===== src/sv/scope_frame_crc16_encoder_core_assert.svh =====
// ----------------------------------------------------------------------------
// Assertion macros shared by the scope frame encoder modules
// ----------------------------------------------------------------------------
`ifndef SCOPE_FRAME_CRC16_ENCODER_CORE_ASSERT_SVH
`define SCOPE_FRAME_CRC16_ENCODER_CORE_ASSERT_SVH

// Same-cycle implication, ignored while reset is held
`define SFCRC_ASSERT_IMPLY(lbl, clk, rstn, ante, cons, msg) \
    lbl: assert property (@(posedge clk) disable iff (!(rstn)) (ante) |-> (cons)) \
        else $error(msg);

// Next-cycle implication, ignored while reset is held
`define SFCRC_ASSERT_NEXT(lbl, clk, rstn, ante, cons, msg) \
    lbl: assert property (@(posedge clk) disable iff (!(rstn)) (ante) |=> (cons)) \
        else $error(msg);

`endif


===== src/sv/sfcrc_pkg.sv =====
`timescale 1ns / 1ps
// ----------------------------------------------------------------------------
// sfcrc_pkg
// Types, constants and the CRC-16/MODBUS byte update for the scope frame
// encoder.
// ----------------------------------------------------------------------------
package sfcrc_pkg;

    localparam int INPUT_FIELDS          = 4;
    localparam int CHANNEL_COUNT_DEFAULT = 4;
    localparam int SAMPLE_BYTES          = 2 * INPUT_FIELDS;

    localparam logic [15:0] CRC_PRESET         = 16'hFFFF;
    localparam logic [15:0] CRC_POLY_REFLECTED = 16'hA001;

    typedef logic [SAMPLE_BYTES-1:0][7:0] bytes_t;

    typedef struct packed {
        logic signed [15:0] channel_3;
        logic signed [15:0] channel_2;
        logic signed [15:0] channel_1;
        logic signed [15:0] channel_0;
    } in_t;

    typedef struct packed {
        logic [7:0] frame_byte;
        logic       last_byte;
    } out_t;

    // One pipeline slot: the sample bytes in transmit order plus running CRC
    typedef struct packed {
        bytes_t      bytes;
        logic [15:0] crc;
    } work_t;

    function automatic bytes_t to_bytes(input in_t item);
        bytes_t b;
        b[0] = item.channel_0[7:0];
        b[1] = item.channel_0[15:8];
        b[2] = item.channel_1[7:0];
        b[3] = item.channel_1[15:8];
        b[4] = item.channel_2[7:0];
        b[5] = item.channel_2[15:8];
        b[6] = item.channel_3[7:0];
        b[7] = item.channel_3[15:8];
        return b;
    endfunction

    // LSB-first CRC update over one byte
    function automatic logic [15:0] crc_feed(input logic [15:0] crc_in,
                                             input logic [7:0]  data);
        logic [15:0] c;
        c = crc_in ^ {8'h00, data};
        for (int i = 0; i < 8; i++) begin
            if (c[0]) begin
                c = (c >> 1) ^ CRC_POLY_REFLECTED;
            end else begin
                c = c >> 1;
            end
        end
        return c;
    endfunction

endpackage


===== src/sv/sfcrc_byte_stage.sv =====
`timescale 1ns / 1ps
`include "scope_frame_crc16_encoder_core_assert.svh"
// ----------------------------------------------------------------------------
// sfcrc_byte_stage
// One pipeline stage: folds one sample byte into the running CRC and
// registers the slot, with valid/ready flow control.
// ----------------------------------------------------------------------------
module sfcrc_byte_stage (
    input  logic             aclk,
    input  logic             aresetn,
    input  logic             in_valid,
    output logic             in_ready,
    input  sfcrc_pkg::work_t in_data,
    input  logic [7:0]       in_byte,
    output logic             out_valid,
    input  logic             out_ready,
    output sfcrc_pkg::work_t out_data
);
    import sfcrc_pkg::*;

    logic  valid_reg;
    work_t data_reg;
    work_t data_next;
    logic  load;

    assign in_ready  = !valid_reg || out_ready;
    assign load      = in_valid && in_ready;
    assign out_valid = valid_reg;
    assign out_data  = data_reg;

    always_comb begin
        data_next       = in_data;
        data_next.crc   = crc_feed(in_data.crc, in_byte);
    end

    always_ff @(posedge aclk) begin
        if (!aresetn) begin
            valid_reg <= 1'b0;
        end else if (in_ready) begin
            valid_reg <= in_valid;
        end
    end

    always_ff @(posedge aclk) begin
        if (load) begin
            data_reg <= data_next;
        end
    end

    `SFCRC_ASSERT_NEXT(a_load_sets_valid, aclk, aresetn, load, valid_reg, "stage lost a request")
    `SFCRC_ASSERT_NEXT(a_stall_holds, aclk, aresetn, valid_reg && !out_ready, valid_reg && $stable(data_reg), "stage changed while stalled")
    `SFCRC_ASSERT_NEXT(a_crc_step, aclk, aresetn, load, data_reg.crc == crc_feed($past(in_data.crc), $past(in_byte)), "stage CRC update wrong")

endmodule


===== src/sv/sfcrc_serializer.sv =====
`timescale 1ns / 1ps
`include "scope_frame_crc16_encoder_core_assert.svh"
// ----------------------------------------------------------------------------
// sfcrc_serializer
// Holds one finished frame and sends it a byte per cycle while m_ready is high: sample bytes,
// then CRC low and high byte, the last one flagged.
// ----------------------------------------------------------------------------
module sfcrc_serializer #(
    parameter int CHANNEL_COUNT = sfcrc_pkg::CHANNEL_COUNT_DEFAULT
) (
    input  logic             aclk,
    input  logic             aresetn,
    input  logic             in_valid,
    output logic             in_ready,
    input  sfcrc_pkg::work_t in_data,
    output logic             m_valid,
    input  logic             m_ready,
    output sfcrc_pkg::out_t  m_item
);
    import sfcrc_pkg::*;

    localparam int NBYTES      = 2 * CHANNEL_COUNT;
    localparam int FRAME_BYTES = NBYTES + 2;
    localparam int IDX_W       = $clog2(FRAME_BYTES);
    localparam logic [IDX_W-1:0] LAST_IDX = IDX_W'(FRAME_BYTES - 1);

    logic                          busy_reg;
    logic [IDX_W-1:0]              idx_reg;
    work_t                         frame_reg;
    logic [FRAME_BYTES-1:0][7:0]   frame_bytes;
    logic                          at_last;
    logic                          load;

    assign at_last  = (idx_reg == LAST_IDX);
    assign in_ready = !busy_reg || (m_ready && at_last);
    assign load     = in_valid && in_ready;

    always_comb begin
        for (int i = 0; i < NBYTES; i++) begin
            frame_bytes[i] = frame_reg.bytes[i];
        end
        frame_bytes[NBYTES]     = frame_reg.crc[7:0];
        frame_bytes[NBYTES + 1] = frame_reg.crc[15:8];
    end

    assign m_valid           = busy_reg;
    assign m_item.frame_byte = frame_bytes[idx_reg];
    assign m_item.last_byte  = at_last;

    always_ff @(posedge aclk) begin
        if (!aresetn) begin
            busy_reg <= 1'b0;
            idx_reg  <= '0;
        end else if (load) begin
            busy_reg <= 1'b1;
            idx_reg  <= '0;
        end else if (busy_reg && m_ready) begin
            if (at_last) begin
                busy_reg <= 1'b0;
            end else begin
                idx_reg <= idx_reg + 1'b1;
            end
        end
    end

    always_ff @(posedge aclk) begin
        if (load) begin
            frame_reg <= in_data;
        end
    end

    `SFCRC_ASSERT_NEXT(a_load_restarts, aclk, aresetn, load, busy_reg && idx_reg == '0, "frame did not restart at first byte")
    `SFCRC_ASSERT_NEXT(a_stall_index, aclk, aresetn, busy_reg && !m_ready, busy_reg && $stable(idx_reg), "byte index moved during stall")
    `SFCRC_ASSERT_IMPLY(a_index_range, aclk, aresetn, busy_reg, idx_reg <= LAST_IDX, "byte index beyond frame")

endmodule


===== src/sv/scope_frame_crc16_encoder_core.sv =====
`timescale 1ns / 1ps
// ----------------------------------------------------------------------------
// scope_frame_crc16_encoder_core
// Scope frame encoder for one to four channels, four by default: sample bytes followed by CRC-16/MODBUS.
// ----------------------------------------------------------------------------
// Usage:
//   s_valid/s_ready/s_item takes one request of four 16-bit samples.
//   m_valid/m_ready/m_item returns the frame, one byte per request: each
//   channel low byte then high byte, then CRC low and CRC high byte; the
//   CRC high byte carries last_byte. Frame length is 2*channels + 2 bytes.
//   An input request passes through one CRC stage per sample byte, each
//   folding eight bits, and then the serializer register before its first
//   byte appears. Frame rate is set by the byte serializer, which holds
//   one frame at a time and sends its bytes in turn; the stage pipeline
//   takes a new request every cycle while it has room, and the next frame
//   is loaded as the last byte goes.
//   Reset clears every valid bit; nothing else needs clearing.
//   When m_ready is low, the current byte holds and the pipeline fills,
//   then s_ready drops; no request is lost or repeated.
// ----------------------------------------------------------------------------
module scope_frame_crc16_encoder_core #(
    parameter int CHANNEL_COUNT = sfcrc_pkg::CHANNEL_COUNT_DEFAULT
) (
    input  logic            aclk,
    input  logic            aresetn,
    input  logic            s_valid,
    output logic            s_ready,
    input  sfcrc_pkg::in_t  s_item,
    output logic            m_valid,
    input  logic            m_ready,
    output sfcrc_pkg::out_t m_item
);
    import sfcrc_pkg::*;

    localparam int CH_USED = (CHANNEL_COUNT < 1) ? 1 :
                             ((CHANNEL_COUNT > INPUT_FIELDS) ? INPUT_FIELDS : CHANNEL_COUNT);
    localparam int NBYTES  = 2 * CH_USED;

    work_t stage_data  [0:NBYTES];
    logic  stage_valid [0:NBYTES];
    logic  stage_ready [0:NBYTES];

    assign stage_data[0].bytes = to_bytes(s_item);
    assign stage_data[0].crc   = CRC_PRESET;
    assign stage_valid[0]      = s_valid;
    assign s_ready             = stage_ready[0];

    for (genvar k = 0; k < NBYTES; k++) begin : g_stage
        sfcrc_byte_stage u_stage (
            .aclk      (aclk),
            .aresetn   (aresetn),
            .in_valid  (stage_valid[k]),
            .in_ready  (stage_ready[k]),
            .in_data   (stage_data[k]),
            .in_byte   (stage_data[k].bytes[k]),
            .out_valid (stage_valid[k+1]),
            .out_ready (stage_ready[k+1]),
            .out_data  (stage_data[k+1])
        );
    end

    sfcrc_serializer #(
        .CHANNEL_COUNT (CH_USED)
    ) u_serializer (
        .aclk     (aclk),
        .aresetn  (aresetn),
        .in_valid (stage_valid[NBYTES]),
        .in_ready (stage_ready[NBYTES]),
        .in_data  (stage_data[NBYTES]),
        .m_valid  (m_valid),
        .m_ready  (m_ready),
        .m_item   (m_item)
    );

endmodule


===== config.mk =====
export PLATFORM = sky130hd
export DESIGN_NAME = scope_frame_crc16_encoder_core
export DESIGN_NICKNAME = d
export VERILOG_FILES = /design/src/sv/sfcrc_pkg.sv /design/src/sv/sfcrc_byte_stage.sv /design/src/sv/sfcrc_serializer.sv /design/src/sv/scope_frame_crc16_encoder_core.sv
export VERILOG_INCLUDE_DIRS = /design/src /design/src/sv
export SDC_FILE = /design/constraint.sdc
export NUM_CORES = 1
export LEC_CHECK = 0
export ABC_AREA = 0
export BUFFER_PORTS_ARGS = -buffer_cell sky130_fd_sc_hd__buf_4
export CORE_UTILIZATION = 57
export CTS_BUF_LIST = sky130_fd_sc_hd__clkbuf_8
export CTS_CLUSTER_SIZE = 10
export DETAILED_ROUTE_END_ITERATION = 16
export PLACE_DENSITY_LB_ADDON = 0.25
export SETUP_SLACK_MARGIN = 0.4
export SYNTH_ARGS = -nofsm -noshare
export SYNTH_HDL_FRONTEND = slang
export SYNTH_SLANG_ARGS = --single-unit

===== constraint.sdc =====
create_clock -name aclk -period 7.8 [get_ports aclk]
set_input_delay 1.56 -clock aclk [delete_from_list [all_inputs] [get_ports aclk]]
set_output_delay 1.56 -clock aclk [all_outputs]
set_load 0.02 [all_outputs]

Word-level counts from Yosys, hierarchy flattened --
Index checks and enable logic that the tools add are counted.
Word-level totals: register bits 733, bits of input ports 68, output and inout port bits 11, logic and storage cells 279
Operators by class: add/subtract/negate cells 1, order comparisons 1, equal/unequal tests 1, mux-type cells 69, bitwise gates (word level) 74, reduce and logical (&&, ||, !) cells 34
Operators by type and width (count):
- $mux 16 | 56
- $not 2->3 | 64
- $mux 14 | 8
- $xor 16x8->16 | 7
- $bmux 8 s4 | 1
- $not 8->16 | 1
- $logic_and 1x1->1 | 11
- $logic_not 1->1 | 9
- $logic_or 1x1->1 | 9
- $mux 8 | 1
- $lt 4x5->1 const B | 1
- $add 4x1->4 const B | 1
- $eq 4x4->1 const B | 1
- $reduce_and 2->1 | 2
- $reduce_bool 2->1 | 2
- $mux 1 | 3
- $not 1->1 | 2
- $reduce_or 2->1 | 1

Logic depth before layout (Yosys ltp) --
depth after elaboration 17, mapped depth 8, mapped depth without buffers 6

Hierarchy --
Synthesis repeated with hierarchy kept, for this count alone.
Second synthesis, totals: cell total of the unflattened synthesis 1029, area, all modules 24631.1 um^2
Modules (own cells, without submodules):
- sfcrc_byte_stage | instances 8, cells an instance 106, area an instance 2660.1 um^2, sequential area each 2422.3 um^2
- sfcrc_serializer | instances 1, cells an instance 180, area an instance 3347.0 um^2, sequential area each 2502.4 um^2
- scope_frame_crc16_encoder_core | instances 1, cells an instance 1, area an instance 3.8 um^2, sequential area each 0.0 um^2

Worst setup path before layout --
Ideal clock, no wire load.
path kind input-to-reg, start input m_ready, end register g_stage[1].u_stage.data_reg, in the netlist g_stage[1].u_stage.out_data[0] (enable), setup time 0.641 ns, data arrival time 7.679 ns, data required time 7.159 ns, setup slack -0.520 ns, cell stages on the path 3, buffers on the path 0, path through and4b_1 nor3_1 a21boi_0
Between the ends: longest elaborated chain between the ends 10
RTL lines:
- start: declaration | RTL line scope_frame_crc16_encoder_core.sv:30 | input logic m_ready,
- $logic_and 1x1->1 | RTL line sfcrc_serializer.sv:35 | assign in_ready = !busy_reg || (m_ready && at_last);
- $logic_or 1x1->1 | RTL line sfcrc_serializer.sv:35
- $logic_or 1x1->1 (7 in series) | RTL line sfcrc_byte_stage.sv:26 | assign in_ready = !valid_reg || out_ready;
- $logic_and 1x1->1 | RTL line sfcrc_byte_stage.sv:27 | assign load = in_valid && in_ready;
- net g_stage[1].u_stage.load | RTL line sfcrc_byte_stage.sv:24 | logic load;
- end signal: assignment | RTL line sfcrc_byte_stage.sv:46 | data_reg <= data_next;
- end: declaration | RTL line sfcrc_byte_stage.sv:22 | work_t data_reg;
The timed path passes the listed nets, and every way through them passes these cells. A chain may end at the register's enable or synchronous reset.

Final worst setup path --
start register u_serializer.idx_reg[0], end output s_ready
Between the ends: longest elaborated chain between the ends 11
RTL lines:
- start: declaration | RTL line sfcrc_serializer.sv:28 | logic [IDX_W-1:0] idx_reg;
- start signal: assignment | RTL line sfcrc_serializer.sv:61 | idx_reg <= idx_reg + 1'b1;
- $eq 4x4->1 | RTL line sfcrc_serializer.sv:34 | assign at_last = (idx_reg == LAST_IDX);
- $logic_and 1x1->1 | RTL line sfcrc_serializer.sv:35
- $logic_or 1x1->1 | RTL line sfcrc_serializer.sv:35
- $logic_or 1x1->1 (8 in series) | RTL line sfcrc_byte_stage.sv:26
- end: declaration | RTL line scope_frame_crc16_encoder_core.sv:27 | output logic s_ready,
Every way passes these cells.

==> impl_metrics.json <==
{
  "place.gp.congestion": 0.761,
  "antenna-diode-count": 0,
  "fin_crit_ns": 4.58,
  "detail_route.iter0.violations": 618,
  "worst-path-max-fanout": 16,
  "synth.distinct_cells": 34,
  "final_cell_mix": "sky130_fd_sc_hd__edfxtp_1 (714), sky130_fd_sc_hd__clkbuf_8 (117), sky130_fd_sc_hd__xnor2_1 (91)",
  "largest_register_ff_count": 634,
  "drive_above_1_share_pct": 21.1,
  "cp_cell_sequence": "buf_4, ha_1, and4b_1, nor3_1, buf_4, nand3_1, buf_4",
  "cts.sink_count": 727,
  "groute.usage.overall_pct": 15.4,
  "critical_path.startpoint_type": "flop",
  "critPathMostFrequentCell": "sky130_fd_sc_hd__buf_4",
  "port-buffer-count": 78,
  "max_stage_delay_ns": 0.79,
  "global_route.overflow_total": 0,
  "maximum_number_of_pins_on_one_net_before_global_route_repair": 81,
  "drc": 0,
  "hold_viol": 0,
  "synth_seq_cells": 727,
  "synth_area_mm2": 0.0242,
  "cts_root_buf": "sky130_fd_sc_hd__clkbuf_8",
  "tritoncts.num_buffers": 105,
  "hold_class": "reg2reg",
  "clk_latency_ns": 0.64,
  "leading_cell_type_in_the_layout_fill_and_taps_excluded": "sky130_fd_sc_hd__edfxtp_1",
  "grt_pass1_wl_um": 49700,
  "ioPinCount": 79,
  "initial_core_util_pct": 57.7,
  "setup_viol": 0,
  "setup_tns_ns": 0,
  "routed_wire_length_per_instance_um": 17.9,
  "cts_tree": "done",
  "unrepaired_setup_endpoints_after_global_routing": "no",
  "postCtsSetupBuffers": 0,
  "cellPowerDensity_mw_per_mm2": 269,
  "layoutNonFillerInstCount": 1800,
  "maximum_operating_frequency_mhz": 218,
  "final_ant_viol_nets": 0,
  "dp_area_mm2": 0.0256,
  "maxCapViolations": 0,
  "worst_pin_slew_ns": 0.993,
  "die_w_um": 208,
  "syn-instance-count": 986,
  "die_boundary_height_um": 208,
  "synthesis.nets": 1056,
  "clk_pin_slew_ns": 0.06,
  "postSynth.asyncResetShare_pct": 0,
  "synth.yosys.warnings": 0,
  "run_status": "finished, final reports clean",
  "tritonroute_pass_1_iters": 4,
  "vias_in_the_first_global_route": 9037,
  "critPathKind": "reg2out",
  "floorplan.core_area_mm2": 0.0419,
  "synth_sequential_area_ratio_pct": 89.6,
  "ctsHoldBuffers": 0,
  "ir_drop_mv": 0.150,
  "post_cts_resize_count": 0,
  "vias": 8831,
  "syn_area_per_cell_um2": 24.6,
  "area.growth.synth_to_final_pct": 14.3,
  "final_design_area_no_fill_mm2": 0.0277,
  "hpwlAfterDp_um": 20800,
  "slew_headroom_pct": 33.8,
  "post-route-util_pct": 66.0,
  "num_rows": 75,
  "die_area_mm2": 0.0433,
  "cp_slowest_cell": "sky130_fd_sc_hd__dfxtp_1",
  "critPathCaptureType": "output port",
  "fin_worst_hold_slack_ns": 0.406,
  "synth_edf_count": 714,
  "finalNetCount": 1244,
  "finalClockSkew_ns": 0.0239,
  "worst_ep_arrival_time_ns": 3.02,
  "synth_flop_cell": "sky130_fd_sc_hd__edfxtp_1",
  "wirelength_um": 32200,
  "static-leakage-power_nw": 9.17,
  "timing.final.crit_share_pct": 58.7,
  "worstPathRequired_ns": 6.24,
  "grt_antenna_before_repair": 0,
  "drv_slew": 0,
  "htree_num_levels": 3,
  "route.detailed.vias_per_inst": 4.91,
  "dp_cells": 1606,
  "clock_path_buffers": 3
}
==> area by class of cell <==
class | count | area [um^2]
sequential | 727 | 21700
fill | 2633 | 14300
multi-input combinational | 247 | 2550
clock buffer | 117 | 1610
tap | 539 | 674
timing repair buffer | 89 | 668
clock inverter | 77 | 460
inverter | 4 | 15.0
==> logic make-up (layout without fill, tap and decap cells) <==
logic type      Yosys count  count (layout)  synth area share (%)
compound gates           29              29                 0.790
xor+xnor                160             160                  6.68
fa+ha+maj                 2               2                 0.103
buf+inv                  12             287                 0.222
flops                   727             727                  89.6
mux                      24              24                  1.82
simple gates             32              32                 0.780
==> routing by layer <==
metal / global-route usage [%] / up-vias / share of wire [%]
met4: 7.20 / 0 / 3.1
li1: - / 4270 / -
met5: 0 / - / 0
met1: 21.2 / 4276 / 45
met2: 23.6 / 217 / 47
met3: 3.74 / 68 / 5.0
==> worst paths after layout <==
kind | from | end | slack, ns | cells past startpoint
min | g_stage[3].u_stage.out_data[72] | g_stage[4].u_stage.out_data[72] | 0.41 | 0
max | u_serializer.idx_reg[0] | s_ready | 3.22 | 7
max reg2reg | u_serializer.idx_reg[0] | g_stage[3].u_stage.out_data[74] | 3.97 | 7
min reg2reg | g_stage[3].u_stage.out_data[72] | g_stage[4].u_stage.out_data[72] | 0.41 | 0
==> per-stage QoR <==
stage                     total power (W)  setup slack, ns
after floorplan                   0.00461             1.59
after global placement            0.00466             3.56
after detailed placement          0.00467             3.51
after CTS                         0.00753             3.13
after global routing              0.00771             3.01
final                             0.00744             3.22
==> critical path, delay by kind of cell (launching register included) <==
family / cells / cell delay, ns
adders and majority gates: 1 / 0.24
buffers and inverters: 3 / 0.74
DFF: 1 / 0.79
and+or+nand+nor: 3 / 0.59
==> Yosys cell counts, types with 2 or more instances <==
cell type                  instances  share of area [%]
sky130_fd_sc_hd__a21boi_0          3              0.093
sky130_fd_sc_hd__xnor2_1          91                3.3
sky130_fd_sc_hd__o21a_1            6               0.19
sky130_fd_sc_hd__buf_2             4              0.083
sky130_fd_sc_hd__mux2i_1           8               0.33
sky130_fd_sc_hd__clkbuf_1          3              0.046
sky130_fd_sc_hd__dfxtp_1          13                1.1
sky130_fd_sc_hd__nand3b_1          2              0.062
sky130_fd_sc_hd__xnor2_2           3               0.20
sky130_fd_sc_hd__nand3_1           3              0.062
sky130_fd_sc_hd__nor2b_1           9               0.23
sky130_fd_sc_hd__edfxtp_1        714                 89
sky130_fd_sc_hd__xnor3_1           6               0.56
sky130_fd_sc_hd__nand4_1           2              0.052
sky130_fd_sc_hd__and3_1            2              0.052
sky130_fd_sc_hd__xor3_1            5               0.49
sky130_fd_sc_hd__xor2_1           52                1.9
sky130_fd_sc_hd__a22oi_1           8               0.25
sky130_fd_sc_hd__ha_1              2               0.10
sky130_fd_sc_hd__xnor3_2           2               0.20
sky130_fd_sc_hd__and2_1            4               0.10
sky130_fd_sc_hd__o21ai_0           8               0.17
sky130_fd_sc_hd__mux4_2           16                1.5
sky130_fd_sc_hd__nor2_1            6              0.093
sky130_fd_sc_hd__a21oi_1           2              0.041
sky130_fd_sc_hd__inv_1             4              0.062
==> where the power goes <==
part / internal (W) / switching, W / leakage (nW)
clock network: 0.00154 / 0.00131 / 1.17
logic: 0.000107 / 0.000102 / 1.36
registers: 0.00435 / 0.0000244 / 6.64
total: 0.00600 / 0.00144 / 9.17
Power figures use the tool's default switching activity.
